===== config.mk =====
export PLATFORM = sky130hd
export DESIGN_NAME = pwc_cfg
export DESIGN_NICKNAME = d
export VERILOG_FILES = /design/src/rtl/pretrigger_window_capture_top_defines.svh /design/src/rtl/pwc_pkg.sv /design/src/rtl/pwc_cfg.sv
export SDC_FILE = /design/constraint.sdc
export NUM_CORES = 1
export LEC_CHECK = 0
export ABC_AREA = 1
export BUFFER_PORTS_ARGS = -buffer_cell sky130_fd_sc_hd__buf_2
export CORE_MARGIN = 2
export CORE_UTILIZATION = 40
export CTS_BUF_LIST = sky130_fd_sc_hd__clkbuf_16
export DETAILED_ROUTE_END_ITERATION = 8
export GPL_TIMING_DRIVEN = 0
export PLACE_DENSITY_LB_ADDON = 0.12
export RECOVER_POWER = 25
export SYNTH_ARGS = -nofsm -noshare
export SYNTH_HDL_FRONTEND = slang
export SYNTH_SLANG_ARGS = --single-unit

===== constraint.sdc =====
create_clock -name clk_i -period 4.27 [get_ports clk_i]
set_input_delay 1.281 -clock clk_i [delete_from_list [all_inputs] [get_ports clk_i]]
set_output_delay 1.281 -clock clk_i [all_outputs]
set_load 0.005 [all_outputs]

===== src/rtl/pretrigger_window_capture_top_defines.svh =====
// Assertion macros for the capture block.
`ifndef PRETRIGGER_WINDOW_CAPTURE_TOP_DEFINES_SVH
`define PRETRIGGER_WINDOW_CAPTURE_TOP_DEFINES_SVH

`ifndef ASSERT_OFF
// Checked outside reset.
`define PWC_ASSERT(lbl, prop, msg) \
  lbl: assert property (@(posedge clk_i) disable iff (!rst_ni) prop) else $error(msg);
// Checked at every edge, reset included.
`define PWC_ASSERT_ALWAYS(lbl, prop, msg) \
  lbl: assert property (@(posedge clk_i) prop) else $error(msg);
`else
`define PWC_ASSERT(lbl, prop, msg)
`define PWC_ASSERT_ALWAYS(lbl, prop, msg)
`endif

`endif


===== src/rtl/pwc_pkg.sv =====
package pwc_pkg;

  localparam int unsigned DEPTH   = 131072;
  localparam int unsigned AW      = $clog2(DEPTH);
  localparam int unsigned AVAIL_W = AW + 1;
  localparam int unsigned BATCH   = 46;
  localparam int unsigned BCNT_W  = $clog2(BATCH + 1);
  localparam int unsigned DATA_W  = 64;
  localparam int unsigned CNT_W   = 18;
  localparam int unsigned TOT_W   = 32;
  localparam int unsigned START_W = 18;
  localparam int unsigned STOP_W  = 19;
  localparam int unsigned LEN_W   = STOP_W + 1;
  localparam int unsigned POS_W   = (AW + 2 > STOP_W) ? AW + 2 : STOP_W;
  localparam int unsigned WIDE_W  = TOT_W + 2;
  localparam int unsigned KIND_W  = 3;
  localparam int unsigned ADDR_W  = 3;
  localparam int unsigned PDATA_W = 32;

  localparam logic [CNT_W-1:0] CNT_MAX = {CNT_W{1'b1}};

  localparam logic signed [START_W-1:0] START_RST = START_W'(-50000);
  localparam logic signed [STOP_W-1:0]  STOP_RST  = STOP_W'(50000);

  localparam logic [KIND_W-1:0] KIND_SAMPLE = 3'd0;
  localparam logic [KIND_W-1:0] KIND_ARM    = 3'd1;
  localparam logic [KIND_W-1:0] KIND_STOP   = 3'd2;
  localparam logic [KIND_W-1:0] KIND_FORCE  = 3'd3;
  localparam logic [KIND_W-1:0] KIND_DRAIN  = 3'd4;

  localparam logic REG_WINDOW_START = 1'b0;
  localparam logic REG_WINDOW_STOP  = 1'b1;

  typedef struct packed {
    logic [KIND_W-1:0] kind;
    logic [DATA_W-1:0] sample_value;
  } in_word_t;

  typedef struct packed {
    logic [DATA_W-1:0] out_value;
    logic              batch_end;
    logic              end_marker;
    logic [CNT_W-1:0]  sent_count;
    logic [CNT_W-1:0]  needed_count;
  } out_word_t;

  typedef struct packed {
    logic signed [START_W-1:0] start;
    logic signed [STOP_W-1:0]  stop;
  } window_t;

  typedef struct packed {
    logic              we;
    logic              re;
    logic [AW-1:0]     addr;
    logic [DATA_W-1:0] wdata;
  } ring_req_t;

endpackage


===== src/rtl/pwc_cfg.sv =====
module pwc_cfg (
  input  logic                          clk_i,
  input  logic                          rst_ni,
  input  logic                          psel,
  input  logic                          penable,
  input  logic                          pwrite,
  input  logic [pwc_pkg::ADDR_W-1:0]    paddr,
  input  logic [pwc_pkg::PDATA_W-1:0]   pwdata,
  output logic [pwc_pkg::PDATA_W-1:0]   prdata,
  output logic                          pready,
  output pwc_pkg::window_t              win_o
);

  pwc_pkg::window_t win_q;
  logic             wr_en;

  assign pready = 1'b1;
  assign wr_en  = psel && penable && pwrite;

  always_ff @(posedge clk_i or negedge rst_ni) begin
    if (!rst_ni) begin
      win_q.start <= pwc_pkg::START_RST;
      win_q.stop  <= pwc_pkg::STOP_RST;
    end else if (wr_en) begin
      case (paddr[2])
        pwc_pkg::REG_WINDOW_START: win_q.start <= pwdata[pwc_pkg::START_W-1:0];
        pwc_pkg::REG_WINDOW_STOP:  win_q.stop  <= pwdata[pwc_pkg::STOP_W-1:0];
        default: ;
      endcase
    end
  end

  assign prdata = (paddr[2] == pwc_pkg::REG_WINDOW_STOP) ? pwc_pkg::PDATA_W'(win_q.stop)
                                                         : pwc_pkg::PDATA_W'(win_q.start);
  assign win_o  = win_q;

endmodule


==> impl.org, run 1 <==
** Worst setup path
- Data on the critical path arrives at its endpoint at between 2 and 3 ns.
- The slowest stage of the critical path belongs to the cell sky130_fd_sc_hd__nand2_1.
- Along the worst path, the maximum fanout reaches 14.
- The largest single stage delay on the critical path is 0.33 ns.
- Walking the worst path, the cells encountered are buf_2, buf_4, buf_2, nand2_1, nand2_1, buf_4, buf_2.
- Endpoint required time on the critical path :: 2.99 ns
- STA classifies the critical path startpoint as an input pin.
- Kind of end point of the critical path :: primary output
- The critical path is of the in -> out type.
- Critical Path Most Common Cell :: sky130_fd_sc_hd__buf_2
- Reg-to-reg setup timing slack :: 3.53 ns

** Place
- Buffers placed on the I/O ports in this run total 93.
- Placer congestion estimate :: ~0.75
- After legalization and detailed placement, the total HPWL measured 3.653 mm.
- Once placement finished, the instance area stood at 2416 um2.

** Power and ir drop
- Highest ir drop seen on vdd :: 0.0002621 V
- Summed over all cells, the static leakage comes to 1.538 nW.
- In this run the power density over the cells is 467.5 nW/um2.

** Route
- Remaining DRCs :: 0
- Remaining antenna violation count :: 0
- DR pass1 iterations :: 4
- Post-DR vias/cell :: between 4 and 5
- Initial drt markers :: between 100 and 150
- Detailed Route WL :: 5.183 mm
- Per-cell routed wire length :: 13.29 um
- For this block, the via count after detailed routing is 1836.

** Cells and area
- Cells with a size suffix above 1 make up 43.20% of the layout.
- The number of antenna diodes in the final layout is 0.
- Area used by multi-input combinational logic :: between 700 and 800 um2
- At the end of the flow, the number of nets in the layout was between 300 and 400.
- Number of flip-flops in the largest register :: 37
- Number of fill cells :: roughly 440
- The finished cells cover 2581 um2.
- Sequential cell area :: 944.7 um2
- Compared with the post-synthesis result, the final layout area differs by 36.89%.

** Floorplan
- Core Rows :: 24
- The floorplan step set the die height to 72.66 um.
- The die covers 5279 um2.
- Starting Density :: between 40 and 50%
- 110 I/O pins were placed.
- Core footprint :: 4444 um2
- Width of the die :: 72.66 um

** Clock network
- # hold bufs at CTS :: 0
- Clock-pin slew was measured on the worst setup and hold paths at 0.05 ns.
- The clock passes through at most 2 buffers.
- Number of setup buffers added after CTS :: 0
- Number of gates given a new drive strength after cts :: 0
- TritonCTS built the clock tree.
- CTS built an H-tree with a depth of 2.
- Clock insertion delay at the later pin of the skew report :: 0.27 ns
- TritonCTS created 5 clock buffers.
- Clock tree synthesis selected as its root buffer the cell sky130_fd_sc_hd__clkbuf_16.
- Clock sink total :: 37

** Yosys
- Top-area cell type share of the netlist area :: 29.20%
- After technology mapping, the gate count stands at ~240.
- When the netlist entered floorplanning its net count stood at 277.
- The synthesized design spends more area on one cell type than any other, namely sky130_fd_sc_hd__dfrtp_1.
- The cell area that synthesis handed to floorplanning was 1886 um2.
- The Yosys step of the flow raised 0 warnings.
- Sequential element share of the synthesized area :: 50.10%
- Number of library cell types mapped by synthesis :: 15
- After synthesis the netlist holds a flip-flop and latch count of 37.
- Ranked by total cell area, the synthesized netlist is headed by sky130_fd_sc_hd__dfrtp_1 (29%), sky130_fd_sc_hd__nand2_1 (26%), sky130_fd_sc_hd__dfstp_2 (21%).
- The average instance in the mapped netlist occupies 7.956 um2.

** STA
- Number of setup violations in the final report :: 0
- Fmax :: 261.2 MHz
- The final-report max-slew violation count came to 38.
- At the pin with the least slew margin, the transition time is 1.895 ns.
- Final critical-path required period :: 3.828 ns
- Number of failing hold endpoints at the final stage :: 0
- Setup total negative slack on the finished layout was measured at 0 ns.
- Setup repair after global routing missed its margin :: no
- Final clock period utilization by the worst path :: 89.65%
- Headroom to the max-slew limit came out at -26.32%.
- Worst clock skew :: 0 ns

** Flow run
- Max-cap violations in this run came to 1.

** GRT
- The number of antenna violations at the first check in global routing was 0.
- All-layer global routing usage :: between 20% and 30%
- For this run the aggregate overflow at the end of global routing stands at 0.
- Global-route wire length before repair :: 8.569 mm
- The number of global-route vias before repair was 1721.
- Pin count of the biggest net entering global routing :: 38

** Status
- Failing checks :: capacitance limit, slew limit
- The run finished, with violations left.

** Hold path
- The path class of the tightest hold or removal check is reg -> reg.
==> where the power goes <==
part,switching [W],internal [W],total [W]
Combinational,0.000152,0.000159,0.000311
Clock,0.000135,0.000273,0.000408
Sequential,0.0000509,0.000437,0.000488
==> per-layer routing <==
layer	wire, um	share of wire, %	global-route usage [%]	vias up
met5	0	0	0	-
met4	38	0.73	5.350	0
met3	290	5.6	4.282	4
met2	2588	50	35.76	67
met1	2266	44	27.94	836
li1	-	-	-	929
==> final cells by class <==
class | instances | area share [%]
Tap cell | 52 | 2.521
Multi-Input combinational cell | 172 | 28.41
Buffer | 26 | 7.756
Sequential cell | 37 | 36.60
Timing Repair Buffer | 93 | 17.98
Clock inverter | 3 | 1.600
Clock buffer | 5 | 4.847
Inverter | 2 | 0.2908
==> final timing paths <==
path | start | cells after the start | to
max in group asynchronous | rst_ni | 1 | win_o[7]
worst max-delay path | paddr[2] | 7 | prdata[25]
worst min register to register | win_o[26] | 2 | win_o[26]
min in group asynchronous | rst_ni | 1 | win_o[3]
worst max register to register | win_o[36] | 2 | win_o[36]
worst min-delay path | win_o[26] | 2 | win_o[26]
==> layout by cell type, fill, tap and decap left out, drive strengths merged <==
| cell type | count |
|---|---|
| nand2 | 131 |
| buf | 117 |
| nand3 | 37 |
| dfrtp | 22 |
| dfstp | 15 |
| clkbuf | 7 |
| inv | 2 |
| nand4 | 2 |
| nor2 | 1 |
| conb | 1 |
| bufinv | 1 |
| clkinv | 1 |
| clkinvlp | 1 |
==> critical path: cells and delay by family <==
| family | cells | cell delay (ns) |
|---|---|---|
| simple gates | 2 | 0.40 |
| buf+inv | 5 | 0.85 |
==> cell usage after synthesis <==
cell                         n
sky130_fd_sc_hd__nor2_4      1
sky130_fd_sc_hd__nand4_4     1
sky130_fd_sc_hd__nand4_2     1
sky130_fd_sc_hd__nand3_1    36
sky130_fd_sc_hd__nand2_1   130
sky130_fd_sc_hd__buf_2       4
sky130_fd_sc_hd__clkbuf_1    1
sky130_fd_sc_hd__buf_6       5
sky130_fd_sc_hd__dfrtp_1    22
sky130_fd_sc_hd__buf_4      16
sky130_fd_sc_hd__nand3_2     1
sky130_fd_sc_hd__nand2_2     1
sky130_fd_sc_hd__dfstp_2    15
sky130_fd_sc_hd__conb_1      1
sky130_fd_sc_hd__inv_2       2
==> through the flow <==
step | std cells | power, W | util, % | worst slack (ns) | hold WS (ns)
after global placement | 382 | 0.0007995 | 54.36 | 0.4366 | 0.4584
after floorplan | 237 | 0.0006397 | - | 0.8926 | 0.4593
after detailed placement | 382 | 0.0008090 | 54.36 | 0.3814 | 0.4623
after CTS | 390 | 0.001216 | 58.11 | 0.3806 | 0.4708
after global routing | 390 | 0.001282 | 58.08 | 0.2422 | 0.4777
final | 390 | 0.001207 | 58.08 | 0.4420 | 0.4659
==> logic make-up (layout without fill, tap and decap cells) <==
group	Yosys count	in the layout	share of synthesized area [%]
simple gates	171	171	38.69
flops	37	37	50.10
buf+inv	28	129	11.02
other cells	1	1	0.1989
Note: power is estimated with default switching activity, not from simulation.
==> run 2, diff against run 1 <==
--- a/config.mk
+++ b/config.mk
@@ -5,7 +5,6 @@
 export SDC_FILE = /design/constraint.sdc
 export NUM_CORES = 1
 export LEC_CHECK = 0
-export ABC_AREA = 1
 export BUFFER_PORTS_ARGS = -buffer_cell sky130_fd_sc_hd__buf_2
 export CORE_MARGIN = 2
 export CORE_UTILIZATION = 40
==> run 2 against run 1 <==
  * The flow still finishes with violations (capacitance limit, slew limit)
  * Via count down 31%
  * Flip-flop and latch count unchanged
  * Final area down 3.4%
  * Hold slack better by 0.057 ns
  * Global-route usage down 4.5 points
  * Final cell count down 31%
  * Count of clock-buffer cells in the layout unchanged
  * Sequential power up 4%
  * Critical path depth down 1
  * Largest power group unchanged
==> impl.org, run 2 <==
** Status
- Status :: finished with violations
- The final reports fail on capacitance limit, slew limit.

** Flow run
- Max Cap Viol :: 1

** Clock network
- After clock tree synthesis, the setup repair step added 0 buffers.
- Number of gates given a new drive strength after cts :: 0
- TritonCTS created 5 clock buffers.
- After clock tree synthesis, the clock-pin slew on the worst setup and hold paths is about 0.050 ns.
- Clock tree from TritonCTS :: yes
- After clock tree synthesis, the flow added hold-fix buffers numbering 0.
- Depth of the CTS H-tree :: 2
- The clock drives 37 sinks.
- The root buffer cell chosen for the clock tree is sky130_fd_sc_hd__clkbuf_16.
- Maximum clock path buffer count :: 2
- Clock insertion delay at the later pin of the skew report :: 0.27 ns

** Place
- After detailed placement, the design holds a cell count of 262.
- Area post-placement :: 2328 um2
- In this run the tool buffered the top-level ports with 93 buffer cells.
- Detailed-placement wirelength estimate :: 2.915 mm
- Placer congestion estimate :: ~0.71

** Cells and area
- Commonest non-fill, non-tap cells in the layout :: sky130_fd_sc_hd__buf_2 (94), sky130_fd_sc_hd__mux2_2 (44), sky130_fd_sc_hd__dfrtp_1 (22)
- Number of fill cells :: 393
- Sequential cell area :: between 900 and 1000 um2
- In the final layout, the share of cells above drive strength 1 is 86.24%.
- Area growth syn-to-layout :: 38.69%
- At the end of the flow, the number of nets in the layout was 257.
- Number of flip-flops in the largest register :: 37
- The count of cells in the finished layout, fillers not included, comes to 270.
- The library cell used most frequently in the layout, excluding fill and tap cells, is sky130_fd_sc_hd__buf_2.
- Antenna fix cells :: 0
- For this run, the share of the core covered by cells in the final layout is between 50% and 60%.
- The multi-input combinational cells in the finished layout cover a total of 715.7 um2.
- After routing the design area is 2494 um2.

** STA
- For the pin with the worst max-slew slack, the measured transition is 1.953 ns.
- Max Slew Vio Count :: 38
- Static timing analysis puts the maximum clock frequency at 270.5 MHz.
- Remaining max-slew budget at the tightest pin :: -30.20%
- Fin Setup TNS :: 0 ns
- The final critical path takes up 86.58% of the cycle.
- Number of setup violations in the final report :: 0
- Number of failing hold endpoints at the final stage :: 0
- Final critical-path required period :: 3.697 ns
- The clock arrives with 0 ns of skew.
- Setup repair after global routing left no endpoint under its margin.

** Yosys
- For this run, the register share of the synthesized area comes to 52.54%.
- Mean instance size in the synthesized netlist :: 15.37 um2
- Number of synthesized flops with an enable pin :: 0
- After synthesis the cells add up to 1798 um2.
- Flops & latches, synth :: 37
- Yosys Warn Count :: 0
- Main combinational cell family by area after synthesis :: multiplexers
- Share of synthesized cell area in and, or, nand and nor gates :: 3.688%
- Most frequent cell after synthesis :: sky130_fd_sc_hd__mux2_2
- Summing the areas of all compound-gate instances in the mapped netlist gives 0% of the synthesized area.
- Post-synthesis adder-cell area fraction :: 0%
- Of the total synthesized cell area, the portion taken by XOR and XNOR cells is 0%.
- Syn nets :: 157
- List of most frequent post-synthesis cells :: sky130_fd_sc_hd__mux2_2 (44), sky130_fd_sc_hd__dfrtp_1 (22), sky130_fd_sc_hd__dfstp_2 (15), sky130_fd_sc_hd__buf_4 (14), sky130_fd_sc_hd__mux2_4 (10)
- Yosys attributes the largest share of cell area to sky130_fd_sc_hd__dfrtp_1 (31%), sky130_fd_sc_hd__mux2_2 (28%), sky130_fd_sc_hd__dfstp_2 (22%).
- Top-area cell type share of the netlist area :: 30.62%
- Dominant synthesized flop cell :: sky130_fd_sc_hd__dfrtp_1
- Fraction of registers with async set/reset :: 100.0%
- Number of library cell types mapped by synthesis :: 12
- Cell taking the most area after synthesis :: sky130_fd_sc_hd__dfrtp_1
- Multiplexer share of the synthesized area :: 35.91%
- Counting every instance in the synthesized netlist gives 117.

** Route
- The routed layout has 1273 vias.
- Using the TritonRoute via totals, the vias-per-cell ratio works out to 4.715.
- Summed over all layers, the routed wires come to 3.930 mm.
- The count of nets left with antenna violations once routing finished came out at 0.
- Initial drt markers :: 31
- For this run, design rule violations remaining after detail routing come to 0.
- After detailed routing, the average wire length per cell comes to 14.56 um.
- Before antenna repair, the detailed router went through 2 iterations.

** Floorplan
- Core footprint :: 4354 um2
- The die is slightly above 70 um tall.
- Width of the die :: 71.05 um
- Die Area :: 5047 um2
- Core Rows :: 24
- For this configuration, the core starts out at a cell density of 41.29%.
- In this run the count of I/O pins placed on the die edge is 110.

** Worst setup path
- Nature of the critical path startpoint :: input pin
- The slowest stage of the critical path belongs to the cell sky130_fd_sc_hd__buf_2.
- Among cell families on the critical path, the largest total delay comes from buffers and inverters.
- Max stage delay on crit path :: 0.26 ns
- Critical Path Most Common Cell :: sky130_fd_sc_hd__buf_2
- Walking the worst path, the cells encountered are buf_2, buf_2, nand2b_1, nand2_1, buf_4, buf_2.
- For the worst setup path, the data required time is 2.99 ns.
- In this run the worst path has a maximum fanout of 14.
- Worst setup path class :: in -> out
- STA classifies the critical path endpoint as a primary output.
- Number of buffers and inverters on the critical path :: 4
- For the worst setup path, the data arrival time is 2.42 ns.

** Hold path
- The tightest min-delay check is of the reg -> reg type.

** Power and ir drop
- Power spread over the standard cell area amounts to 514.2 nW/um2.
- Overall power of the completed layout :: 0.001282 W
- Highest ir drop seen on vdd :: 0.0002322 V
- Summed over all cells, the static leakage comes to approximately 1.3 nW.

** GRT
- The number of antenna violations at the first check in global routing came to 0.
- Pin count of the biggest net entering global routing :: 38
- For this run the aggregate overflow at the end of global routing stands at 0.
- For this run, the total global-route usage over all layers was measured as between 10% and 20%.
- The number of global-route vias before repair is 1281.
- Global-route wire length before repair :: 6.430 mm
[run 2: path summary, 6_finish.rpt]
check	startpoint	end	slack, ns	depth (start not counted)
max in group asynchronous	rst_ni	win_o[16]	1.59	1
min in group asynchronous	rst_ni	win_o[11]	1.55	1
worst max-delay path	paddr[2]	prdata[23]	0.57	6
worst max register to register	win_o[5]	win_o[5]	3.49	1
worst min-delay path	win_o[28]	win_o[28]	0.52	1
worst min register to register	win_o[28]	win_o[28]	0.52	1
[run 2: stage by stage]
step / setup slack, ns / hold slack, ns
after floorplan: 0.9489 / 0.5210
after global placement: 0.6197 / 0.5017
after detailed placement: 0.5267 / 0.5119
after CTS: 0.5121 / 0.5240
after global routing: 0.4246 / 0.5512
final: 0.5731 / 0.5230
[run 2: cell families after synthesis]
kind of cell           after synthesis
other                                1
buffers and inverters               18
and+or+nand+nor                      7
muxes                               54
DFF                                 37
[run 2: routing by layer]
layer	share of wire, %	global-route usage, %	vias up
met3	8.2	5.698	5
met5	0	0	-
met4	0.92	5.031	0
li1	-	-	596
met1	40	18.97	616
met2	51	29.49	56
[run 2: final cells by class]
class | count | area share [%]
Clock buffer | 5 | 5.018
Sequential cell | 37 | 37.88
Multi-Input combinational cell | 62 | 28.70
Tap cell | 52 | 2.609
Clock inverter | 3 | 1.656
Buffer | 18 | 5.519
Timing Repair Buffer | 93 | 18.62
[run 2: where the power goes]
group | internal [W] | leakage (nW) | switching, W | total, W
registers | 0.000452 | 0.422 | 0.0000543 | 0.000506
clock network | 0.000273 | 0.0775 | 0.000132 | 0.000405
logic | 0.000235 | 0.794 | 0.000136 | 0.000371
