`config.mk`:
```
export PLATFORM = sky130hd
export DESIGN_NAME = pwc_ctrl
export DESIGN_NICKNAME = d
export VERILOG_FILES = /design/src/rtl/pwc_pkg.sv /design/src/rtl/pwc_ctrl.sv
export VERILOG_INCLUDE_DIRS = /design/src /design/src/rtl
export SDC_FILE = /design/constraint.sdc
export NUM_CORES = 1
export LEC_CHECK = 0
export ABC_CLOCK_PERIOD_IN_PS = 17060
export BUFFER_PORTS_ARGS = -buffer_cell sky130_fd_sc_hd__clkbuf_2
export CAP_MARGIN = 40
export CORE_ASPECT_RATIO = 0.6
export CORE_MARGIN = 8
export CORE_UTILIZATION = 55
export DETAILED_ROUTE_END_ITERATION = 10
export PLACE_DENSITY = 0.75
export SLEW_MARGIN = 20
export SYNTH_ARGS = -nofsm -noshare
export SYNTH_HDL_FRONTEND = slang
export SYNTH_SLANG_ARGS = --single-unit
```
`constraint.sdc`:
```
create_clock -name clk_i -period 17.06 [get_ports clk_i]
set_input_delay 3.412 -clock clk_i [delete_from_list [all_inputs] [get_ports clk_i]]
set_output_delay 3.412 -clock clk_i [all_outputs]
set_load 0.01 [all_outputs]
```
`src/rtl/pretrigger_window_capture_top_defines.svh`:
```
// Assertion macros for the capture block.
`ifndef PRETRIGGER_WINDOW_CAPTURE_TOP_DEFINES_SVH
`define PRETRIGGER_WINDOW_CAPTURE_TOP_DEFINES_SVH

`ifndef ASSERT_OFF
// Checked outside reset.
`define PWC_ASSERT(lbl, prop, msg) \
  lbl: assert property (@(posedge clk_i) disable iff (!rst_ni) prop) else $error(msg);
// Checked at every edge, reset included.
`define PWC_ASSERT_ALWAYS(lbl, prop, msg) \
  lbl: assert property (@(posedge clk_i) prop) else $error(msg);
`else
`define PWC_ASSERT(lbl, prop, msg)
`define PWC_ASSERT_ALWAYS(lbl, prop, msg)
`endif

`endif

```
`src/rtl/pwc_pkg.sv`:
```
package pwc_pkg;

  localparam int unsigned DEPTH   = 131072;
  localparam int unsigned AW      = $clog2(DEPTH);
  localparam int unsigned AVAIL_W = AW + 1;
  localparam int unsigned BATCH   = 46;
  localparam int unsigned BCNT_W  = $clog2(BATCH + 1);
  localparam int unsigned DATA_W  = 64;
  localparam int unsigned CNT_W   = 18;
  localparam int unsigned TOT_W   = 32;
  localparam int unsigned START_W = 18;
  localparam int unsigned STOP_W  = 19;
  localparam int unsigned LEN_W   = STOP_W + 1;
  localparam int unsigned POS_W   = (AW + 2 > STOP_W) ? AW + 2 : STOP_W;
  localparam int unsigned WIDE_W  = TOT_W + 2;
  localparam int unsigned KIND_W  = 3;
  localparam int unsigned ADDR_W  = 3;
  localparam int unsigned PDATA_W = 32;

  localparam logic [CNT_W-1:0] CNT_MAX = {CNT_W{1'b1}};

  localparam logic signed [START_W-1:0] START_RST = START_W'(-50000);
  localparam logic signed [STOP_W-1:0]  STOP_RST  = STOP_W'(50000);

  localparam logic [KIND_W-1:0] KIND_SAMPLE = 3'd0;
  localparam logic [KIND_W-1:0] KIND_ARM    = 3'd1;
  localparam logic [KIND_W-1:0] KIND_STOP   = 3'd2;
  localparam logic [KIND_W-1:0] KIND_FORCE  = 3'd3;
  localparam logic [KIND_W-1:0] KIND_DRAIN  = 3'd4;

  localparam logic REG_WINDOW_START = 1'b0;
  localparam logic REG_WINDOW_STOP  = 1'b1;

  typedef struct packed {
    logic [KIND_W-1:0] kind;
    logic [DATA_W-1:0] sample_value;
  } in_word_t;

  typedef struct packed {
    logic [DATA_W-1:0] out_value;
    logic              batch_end;
    logic              end_marker;
    logic [CNT_W-1:0]  sent_count;
    logic [CNT_W-1:0]  needed_count;
  } out_word_t;

  typedef struct packed {
    logic signed [START_W-1:0] start;
    logic signed [STOP_W-1:0]  stop;
  } window_t;

  typedef struct packed {
    logic              we;
    logic              re;
    logic [AW-1:0]     addr;
    logic [DATA_W-1:0] wdata;
  } ring_req_t;

endpackage

```
`src/rtl/pwc_ctrl.sv`:
```
`include "pretrigger_window_capture_top_defines.svh"

module pwc_ctrl (
  input  logic                          clk_i,
  input  logic                          rst_ni,
  input  logic                          start_i,
  input  pwc_pkg::in_word_t             in_i,
  output logic                          busy_o,
  output logic                          res_valid_o,
  output pwc_pkg::out_word_t            res_o,
  input  pwc_pkg::window_t              win_i,
  output pwc_pkg::ring_req_t            ring_req_o,
  input  logic [pwc_pkg::DATA_W-1:0]    ring_rdata_i
);

  typedef enum logic [1:0] {
    ST_IDLE,
    ST_EVAL,
    ST_OUT
  } state_e;

  state_e                             state_q, state_d;
  logic [pwc_pkg::TOT_W-1:0]          total_q, total_d;
  logic [pwc_pkg::TOT_W-1:0]          since_q, since_d;
  logic [pwc_pkg::AW-1:0]             arm_idx_q, arm_idx_d;
  logic                               gathering_q, gathering_d;
  logic                               sending_q, sending_d;
  logic signed [pwc_pkg::POS_W-1:0]   cursor_q, cursor_d;
  logic signed [pwc_pkg::POS_W-1:0]   end_q, end_d;
  logic [pwc_pkg::CNT_W-1:0]          sent_q, sent_d;
  logic [pwc_pkg::BCNT_W-1:0]         bcnt_q, bcnt_d;
  logic [pwc_pkg::CNT_W-1:0]          wlen_q, wlen_d;
  logic signed [pwc_pkg::WIDE_W-1:0]  oldest_q, oldest_d;
  logic                               fin_q, fin_d;
  logic                               batch_q, batch_d;

  logic [pwc_pkg::TOT_W-1:0]          tot_n, since_n, br_total, br_since;
  logic [pwc_pkg::AVAIL_W-1:0]        avail_n, avail_c;
  logic [pwc_pkg::POS_W-1:0]          neg_c;
  logic                               ready;
  logic signed [pwc_pkg::POS_W-1:0]   br_end;
  logic signed [pwc_pkg::LEN_W-1:0]   len;
  logic signed [pwc_pkg::WIDE_W-1:0]  c_w, c_adj, c_next, end_w, since_w;
  logic                               fin;
  logic [pwc_pkg::CNT_W-1:0]          sent_inc;
  logic [pwc_pkg::BCNT_W-1:0]         bcnt_inc;
  pwc_pkg::ring_req_t                 req;

  function automatic logic [pwc_pkg::AVAIL_W-1:0] avail_of(
    input logic [pwc_pkg::TOT_W-1:0] tot
  );
    if (|tot[pwc_pkg::TOT_W-1:pwc_pkg::AW]) begin
      return pwc_pkg::AVAIL_W'(pwc_pkg::DEPTH);
    end
    return tot[pwc_pkg::AVAIL_W-1:0];
  endfunction

  always_comb begin
    tot_n   = total_q + pwc_pkg::TOT_W'(1);
    since_n = since_q + pwc_pkg::TOT_W'(1);
    avail_n = avail_of(tot_n);
    avail_c = avail_of(total_q);
    neg_c   = pwc_pkg::POS_W'(-cursor_q);

    if (end_q[pwc_pkg::POS_W-1] || end_q == '0) begin
      ready = !cursor_q[pwc_pkg::POS_W-1] || (pwc_pkg::POS_W'(avail_n) >= neg_c);
    end else begin
      ready = since_n >= pwc_pkg::TOT_W'(end_q);
    end

    br_total = (in_i.kind == pwc_pkg::KIND_SAMPLE) ? tot_n : total_q;
    br_since = (in_i.kind == pwc_pkg::KIND_SAMPLE) ? since_n : since_q;
    if (br_total == '0) begin
      br_end = cursor_q;
    end else if (!end_q[pwc_pkg::POS_W-1] && br_since < pwc_pkg::TOT_W'(end_q)) begin
      br_end = br_since[pwc_pkg::POS_W-1:0];
    end else begin
      br_end = end_q;
    end

    len = pwc_pkg::LEN_W'(win_i.stop) - pwc_pkg::LEN_W'(win_i.start);

    c_w     = pwc_pkg::WIDE_W'(cursor_q);
    end_w   = pwc_pkg::WIDE_W'(end_q);
    since_w = signed'({2'b00, since_q});
    c_adj   = c_w;
    if (c_w < oldest_q && c_w[pwc_pkg::WIDE_W-1]) begin
      c_adj = oldest_q[pwc_pkg::WIDE_W-1] ? oldest_q : '0;
    end
    c_next = c_adj + pwc_pkg::WIDE_W'(1);
    fin    = (c_adj >= end_w) || (c_adj < oldest_q) || (c_adj >= since_w);

    sent_inc = (sent_q != pwc_pkg::CNT_MAX) ? sent_q + pwc_pkg::CNT_W'(1) : sent_q;
    if (sent_q == pwc_pkg::CNT_MAX) begin
      bcnt_inc = bcnt_q;
    end else if (bcnt_q == pwc_pkg::BCNT_W'(pwc_pkg::BATCH - 1)) begin
      bcnt_inc = '0;
    end else begin
      bcnt_inc = bcnt_q + pwc_pkg::BCNT_W'(1);
    end

    state_d     = state_q;
    total_d     = total_q;
    since_d     = since_q;
    arm_idx_d   = arm_idx_q;
    gathering_d = gathering_q;
    sending_d   = sending_q;
    cursor_d    = cursor_q;
    end_d       = end_q;
    sent_d      = sent_q;
    bcnt_d      = bcnt_q;
    wlen_d      = wlen_q;
    oldest_d    = oldest_q;
    fin_d       = fin_q;
    batch_d     = batch_q;

    req.we    = 1'b0;
    req.re    = 1'b0;
    req.addr  = total_q[pwc_pkg::AW-1:0];
    req.wdata = in_i.sample_value;

    case (state_q)
      ST_IDLE: begin
        if (start_i) begin
          case (in_i.kind)
            pwc_pkg::KIND_SAMPLE: begin
              req.we  = 1'b1;
              total_d = tot_n;
              since_d = since_n;
              if (gathering_q && ready) begin
                gathering_d = 1'b0;
                sending_d   = 1'b1;
                sent_d      = '0;
                bcnt_d      = '0;
                end_d       = br_end;
              end
            end
            pwc_pkg::KIND_ARM: begin
              if (!sending_q && win_i.stop > win_i.start) begin
                wlen_d      = (len > signed'(pwc_pkg::LEN_W'(pwc_pkg::CNT_MAX))) ?
                              pwc_pkg::CNT_MAX : len[pwc_pkg::CNT_W-1:0];
                arm_idx_d   = total_q[pwc_pkg::AW-1:0];
                since_d     = '0;
                cursor_d    = pwc_pkg::POS_W'(win_i.start);
                end_d       = pwc_pkg::POS_W'(win_i.stop);
                sent_d      = '0;
                bcnt_d      = '0;
                gathering_d = 1'b1;
              end
            end
            pwc_pkg::KIND_STOP: begin
              gathering_d = 1'b0;
            end
            pwc_pkg::KIND_FORCE: begin
              if (gathering_q) begin
                gathering_d = 1'b0;
                sending_d   = 1'b1;
                sent_d      = '0;
                bcnt_d      = '0;
                end_d       = br_end;
              end
            end
            pwc_pkg::KIND_DRAIN: begin
              if (sending_q) begin
                oldest_d = since_w - signed'(pwc_pkg::WIDE_W'(avail_c));
                state_d  = ST_EVAL;
              end
            end
            default: ;
          endcase
        end
      end
      ST_EVAL: begin
        req.addr = arm_idx_q + c_adj[pwc_pkg::AW-1:0];
        state_d  = ST_OUT;
        if (fin) begin
          cursor_d  = c_adj[pwc_pkg::POS_W-1:0];
          sending_d = 1'b0;
          fin_d     = 1'b1;
          batch_d   = 1'b0;
        end else begin
          req.re   = 1'b1;
          cursor_d = c_next[pwc_pkg::POS_W-1:0];
          sent_d   = sent_inc;
          bcnt_d   = bcnt_inc;
          fin_d    = 1'b0;
          batch_d  = (bcnt_inc == '0) || (c_next >= end_w);
        end
      end
      ST_OUT: begin
        state_d = ST_IDLE;
      end
      default: begin
        state_d = ST_IDLE;
      end
    endcase
  end

  always_ff @(posedge clk_i or negedge rst_ni) begin
    if (!rst_ni) begin
      state_q     <= ST_IDLE;
      total_q     <= '0;
      since_q     <= '0;
      arm_idx_q   <= '0;
      gathering_q <= 1'b0;
      sending_q   <= 1'b0;
      cursor_q    <= '0;
      end_q       <= '0;
      sent_q      <= '0;
      bcnt_q      <= '0;
      wlen_q      <= '0;
      oldest_q    <= '0;
      fin_q       <= 1'b0;
      batch_q     <= 1'b0;
    end else begin
      state_q     <= state_d;
      total_q     <= total_d;
      since_q     <= since_d;
      arm_idx_q   <= arm_idx_d;
      gathering_q <= gathering_d;
      sending_q   <= sending_d;
      cursor_q    <= cursor_d;
      end_q       <= end_d;
      sent_q      <= sent_d;
      bcnt_q      <= bcnt_d;
      wlen_q      <= wlen_d;
      oldest_q    <= oldest_d;
      fin_q       <= fin_d;
      batch_q     <= batch_d;
    end
  end

  assign ring_req_o         = req;
  assign busy_o             = (state_q != ST_IDLE);
  assign res_valid_o        = (state_q == ST_OUT);
  assign res_o.out_value    = fin_q ? '0 : ring_rdata_i;
  assign res_o.batch_end    = batch_q;
  assign res_o.end_marker   = fin_q;
  assign res_o.sent_count   = sent_q;
  assign res_o.needed_count = wlen_q;

  `PWC_ASSERT(a_drain_gives_word,
    (start_i && !busy_o && in_i.kind == pwc_pkg::KIND_DRAIN && sending_q) |-> ##2 res_valid_o,
    "drain while sending did not give a word")
  `PWC_ASSERT_ALWAYS(a_ring_single_port,
    !(req.we && req.re),
    "ring written and read in the same cycle")
  `PWC_ASSERT(a_not_gather_and_send,
    !(gathering_q && sending_q),
    "gathering and sending at once")
  `PWC_ASSERT(a_end_marker_stops,
    (res_valid_o && fin_q) |-> !sending_q,
    "end marker while still sending")

endmodule

```
==> qor.yml, run 1 <==
die_area_um2: 47600
cts_tree: "yes"
finalCriticalPeriod_ns: 10.98
placed_area_um2: 23400
routedWlPerCell_um: 23.4
vdd_ir_drop_max_v: 0.000133
setup-violations-final: 0
setup_tns_ns: 0
mostFrequentLayoutCell: "ha_1"
overflow: 0
comb_power_share_pct: 68.2
gp_congestion: 0.978
path_class: "flop to output port"
cp-start-kind: "flop"
core_area_um2: 40300
route.met2.wl_um: 31100
ctsResizeCount: 0
grt_pass1_vias: 20600
grt_pass1_wl_um: 122000
fillCellCount: 3659
highest_layer: "met4"
slew_headroom_pct: 40.6
wirelength_um: 80100
grt_antenna_before_repair: 2
dr.first_iter.drc_count: 2971
ys_seq_elements: 200
grt_use_total_pct: 32.6
slowest_delay_ns: 0.78
nNetsFinal: 3352
rsz0062_at_grt: "no"
synth-edff-count: 0
clkLatencyLatePin_ns: 0.48
cts_setup_buffers: 0
power_density_nw_per_um2: 162
final_area_um2: 24000
p_int_uw: 1810
die_w_um: 276
avgSynthCellArea_um2: 8.00
area_delta_synth_final_pct: 7.25
crit_path_top_delay_cell: "a2111oi_0"
routed_via_density: 6.44
swShare_pct: 53.3
fin_cells: 3418
cts_buffer_depth: 2
cts_buffers: 17
synth-async-reset-ratio_pct: 100
pin_count: 358
die_y_um: 172
synth_area_um2: 22400
syn_inst: 2798
ys_warn_count: 0
wl_met1_um: 36300
ant_nets: 0
clock_power_share_pct: 10.6
power_switching_uw: 2070
slew_violations: 0
fmax_mhz: 91.0
fin_total_pwr_uw: 3880
cp-end-kind: "output port"
cts_root_buf: "clkbuf_16"
cp.arrival_ns: 7.57
grt_max_degree: 86
numClockSinks: 200
fin_skew_ns: 0.0136
ys.flop_type: "dfrtp_1"
finalHoldViolations: 0
tightest_slew_ns: 0.869
syn-num-nets: 3277
yosysSeqAreaShare_pct: 22.4
path_max_fanout: 47
cp.required_ns: 13.65
leakagePower_uw: 0.0110
status: "finished clean"
clk_pin_slew_ns: 0.08
finalCritPeriodShare_pct: 64.4
drc_errors: 0
maxCapViolations: 0
min_path_type: "flop to flop"
io_buffers: 229
drive_above_1_share_pct: 13.8
rows: 57
cts.htree.levels: 4
cts.hold.buffers_added: 0
crit_chain: "inv_1 > ha_1 > nand3_1 > a21oi_1 > a221o_1 > or3_1 > o22a_2 > buf_4 > nor3_1 > a21oi_1 > inv_1 > ha_1 > and4_1 > nor4b_1 > a2111oi_0 > nor3_1 > o31a_1 > o2111ai_1 > a31oi_1 > nor2_1 > nand2_1 > nor2_1 > clkbuf_2"
drt_first_pass_iters: 7
vias: 22000
p_seq_share_pct: 21.2
dp_cells: 3378
start_util_pct: 55.6
yosysUniqueCellTypes: 94
final_cell_mix: "305 x ha_1, 247 x nand2_1, 229 x clkbuf_2"
wl_met3_um: 11700
hpwl_um: 63700
[per-layer routing]
layer | global-route usage (%) | vias up
li1 | - | 10100
met1 | 48.9 | 10500
met2 | 45.0 | 1321
met3 | 10.7 | 96
met4 | 5.73 | 0
met5 | 0 | -
[final timing paths]
path	from	to	slack (ns)	cells after the start
max in group asynchronous	rst_ni	fin_q	12.10	4
max reg2reg	oldest_q[32]	sent_q[13]	8.99	24
min reg2reg	oldest_q[9]	oldest_q[9]	0.49	2
max	oldest_q[32]	ring_req_o[81]	6.08	23
min in group asynchronous	rst_ni	wlen_q[11]	2.94	1
min	oldest_q[9]	oldest_q[9]	0.49	2
[synthesized netlist by cell type (5+ instances only)]
cell / instances / area (µm²)
o2111ai_1: 8 / 70.1
o21bai_1: 5 / 37.5
and3_1: 25 / 156
nor3_2: 5 / 50.1
and4_1: 12 / 105
dfrtp_1: 200 / 5000
inv_1: 159 / 597
xnor2_1: 144 / 1260
o311ai_0: 9 / 78.8
clkbuf_1: 98 / 368
ha_1: 305 / 3820
a31o_2: 11 / 96.3
mux2_2: 34 / 383
or2_2: 14 / 87.6
or4_1: 11 / 82.6
nand3_1: 86 / 430
nor4_1: 37 / 231
o31ai_1: 23 / 173
nand3b_1: 6 / 45.0
a21o_1: 57 / 428
a31oi_1: 41 / 257
o21ai_0: 187 / 936
a21boi_0: 6 / 45.0
buf_4: 75 / 563
nor2b_1: 87 / 544
buf_1: 6 / 22.5
o21a_1: 17 / 128
mux2i_1: 32 / 320
mux2_4: 10 / 150
nand4_1: 79 / 494
nand2_1: 248 / 931
a211oi_1: 19 / 143
nor2_1: 210 / 788
o22ai_1: 7 / 43.8
nor3_1: 57 / 285
buf_2: 23 / 115
a2111oi_0: 6 / 52.6
xor2_1: 65 / 569
or3_1: 31 / 194
o211ai_1: 14 / 105
a21oi_1: 188 / 941
and2_1: 21 / 131
nand2b_1: 29 / 181
o41ai_1: 7 / 61.3
[final cells by class]
type                    count  area (µm²)  area share (%)
well taps                 531         664            2.77
inverters                 161         604            2.52
flip-flops and latches    200        5010            20.9
clock buffers              20         447            1.86
multi-input cells        2230       15700            65.3
clock inverters            12         111           0.464
repair buffers            263        1500            6.24
diodes                      1        2.50          0.0104
[registers in the layout, summed over array words and instances (netlist names), 2 cells and up]
name / flops
oldest_q: 33
since_q: 32
total_q: 32
cursor_q: 19
end_q: 19
sent_q: 18
wlen_q: 18
arm_idx_q: 17
bcnt_q: 6
state_q: 2
[power by group through the flow]
stage | Combinational, µW | Sequential (µW) | Clock [µW]
finish | 2650 | 823 | 412
global route | 2920 | 830 | 434
CTS | 2540 | 811 | 414
detailed placement | 2520 | 818 | 0
global placement | 2410 | 825 | 0
floorplan | 1840 | 691 | 0
[cell families (layout without fill, tap and decap cells)]
logic type,count (synthesis),count (layout),synth area share [%]
other,0,1,0
buffers and inverters,368,456,7.78
AOI/OAI and AO/OA,661,661,18.5
adders and majority gates,308,308,17.3
muxes,77,77,3.86
xor gates and xnor gates,210,210,8.25
and+or+nand+nor,974,974,21.9
DFF,200,200,22.4
[worst max-delay path: cells and delay by family, from the launching register on]
kind / cells / cell delay, ns
AOI/OAI and AO/OA: 8 / 2.52
and+or+nand+nor: 9 / 1.81
buffers and inverters: 4 / 1.26
adders and majority gates: 2 / 0.86
DFF: 1 / 0.62
[through the flow]
step | utilization, % | hold slack, ns | worst slack, ns
after floorplan | - | 0.450 | 7.63
after global placement | 57.7 | 0.469 | 6.70
after detailed placement | 58.0 | 0.477 | 6.45
after CTS | 59.3 | 0.492 | 5.90
after global routing | 59.6 | 0.509 | 5.73
final | 59.6 | 0.489 | 6.08
Power figures use the tool's default switching activity.
==> inputs of run 2 (changes only) <==
--- a/config.mk
+++ b/config.mk
@@ -6,7 +6,7 @@
 export SDC_FILE = /design/constraint.sdc
 export NUM_CORES = 1
 export LEC_CHECK = 0
-export ABC_CLOCK_PERIOD_IN_PS = 17060
+export ABC_CLOCK_PERIOD_IN_PS = 11100
 export BUFFER_PORTS_ARGS = -buffer_cell sky130_fd_sc_hd__clkbuf_2
 export CAP_MARGIN = 40
 export CORE_ASPECT_RATIO = 0.6
==> constraint.sdc (replaced) <==
create_clock -name clk_i -period 11.1 [get_ports clk_i]
set_input_delay 2.22 -clock clk_i [delete_from_list [all_inputs] [get_ports clk_i]]
set_output_delay 2.22 -clock clk_i [all_outputs]
set_load 0.01 [all_outputs]
==> run 2 against run 1 <==
  * Largest cell class unchanged
  * Critical path type unchanged
  * Core utilization is essentially flat
  * Non-clock buffer count grew 2
  * Combinational power grew 54%
==> qor.yml, run 2 (same netlist as run 1, synthesis figures left out) <==
highest_layer: "met5"
grt_pass1_wl_um: 123000
routed_via_density: 6.44
r2r-start: "total_q[0]"
worst-r2r-cell-count: 20
hold_start: "oldest_q[10]"
wl_met3_um: 11100
grt_pass1_vias: 20800
tightest_slew_ns: 0.896
cp-end-kind: "output port"
vias: 22000
core_area_um2: 40300
rsz0062_at_grt: "no"
fin_skew_ns: 0.0170
slew_violations: 0
drive_above_1_share_pct: 13.8
numClockSinks: 200
cts_buffer_depth: 2
ctsResizeCount: 0
ant_nets: 0
cts_tree: "yes"
finalCritPeriodShare_pct: 86.5
min_path_type: "flop to flop"
cts.htree.levels: 4
rows: 57
reg_top3: "oldest_q: 33 flops, since_q: 32 flops, total_q: 32 flops"
fin_cells: 3418
cts.hold.buffers_added: 0
setup.worst_path.start: "oldest_q[32]"
clkLatencyLatePin_ns: 0.48
wirelength_um: 80500
hpwl_um: 64100
die_area_um2: 47600
drt_first_pass_iters: 9
slew_headroom_pct: 38.7
die_y_um: 172
regMostFlops: "oldest_q"
dr.first_iter.drc_count: 3103
grt_antenna_before_repair: 4
area_delta_synth_final_pct: 7.32
routedWlPerCell_um: 23.6
hold_path_depth: 2
setup_tns_ns: 0
mostFrequentLayoutCell: "ha_1"
grt_max_degree: 73
reg2reg_to: "end_q[3]"
pin_count: 358
whs_endpoint: "oldest_q[10]"
leakagePower_uw: 0.0111
route.met2.wl_um: 31100
cp-start-kind: "flop"
cp.required_ns: 8.88
path_class: "flop to output port"
finalCriticalPeriod_ns: 9.60
dp_cells: 3383
status: "finished clean"
cts_root_buf: "clkbuf_16"
io_buffers: 229
regToRegSetupSlack_ns: 3.14
fillCellCount: 3677
cts_buffers: 17
largest_reg_flops: 33
wl_met1_um: 36700
drc_errors: 0
die_w_um: 276
place_ws_ns: 2.05
nNetsFinal: 3354
maxCapViolations: 0
power_density_nw_per_um2: 249
start_util_pct: 55.6
clk_pin_slew_ns: 0.08
final_cell_mix: "305 x ha_1, 247 x nand2_1, 228 x clkbuf_2"
cp.arrival_ns: 7.38
setup-violations-final: 0
antenna-diode-count: 0
vdd_ir_drop_max_v: 0.000229
overflow: 0
finalHoldViolations: 0
path_max_fanout: 31
gp_congestion: 1.01
grt_use_total_pct: 32.9
fin_util_pct: 59.6
worst_slack_ns: 1.50
fmax_mhz: 104
cts_setup_buffers: 0
==> run 2: how the worst max path moves through the flow <==
stage | endpoint | slack (ns) | cells past startpoint
4_1_cts | ring_req_o[81] | 1.50 | 22
6_report | ring_req_o[81] | 1.50 | 23
5_1_grt | ring_req_o[81] | 1.09 | 23
3_5_place_dp | ring_req_o[81] | 2.05 | 22
3_3_place_gp | ring_req_o[81] | 2.37 | 22
2_1_floorplan | ring_req_o[81] | 2.86 | 27
==> run 2: critical path, cell delays in order, from the launching register on <==
cell and delay, ns:
dfrtp_1 0.61, inv_1 0.08, buf_4 0.25, ha_1 0.43
nand3_1 0.16, a21oi_1 0.05, a221o_1 0.36, or3_1 0.41
o22a_2 0.47, a21oi_1 0.51, inv_1 0.24, ha_1 0.34
and4_1 0.19, nor4b_1 0.14, a2111oi_0 0.80, nor3_1 0.10
o31a_1 0.28, o2111ai_1 0.19, a31oi_1 0.14, nor2_1 0.33
nand2_1 0.09, buf_4 0.25, nor2_1 0.25, clkbuf_2 0.23
==> run 2: per-layer routing <==
layer / track usage (%) / up-vias
li1: - / 10100
met1: 48.3 / 10500
met3: 12.0 / 147
met5: 0 / -
met2: 44.9 / 1274
met4: 7.56 / 6
==> run 2: final cells by class <==
class                   count  area, µm²  area share (%)
clock buffers              18        439            1.83
multi-input cells        2230      15700            65.3
flip-flops and latches    200       5010            20.8
inverters                 161        604            2.52
repair buffers            265       1510            6.27
well taps                 531        664            2.77
clock inverters            13        129           0.536
==> run 2: power breakdown <==
group,switching (µW),internal [µW]
logic,2490,1580
clock network,351,305
registers,346,905
total,3180,2790
==> run 2: per-stage QoR <==
step / total power, µW / hold WS [ns] / cell area (µm²)
after floorplan: 3880 / 0.450 / 22400
after global placement: 4960 / 0.465 / 23300
after detailed placement: 5130 / 0.477 / 23400
after CTS: 5810 / 0.496 / 24000
after global routing: 6430 / 0.537 / 24000
final: 5980 / 0.491 / 24000
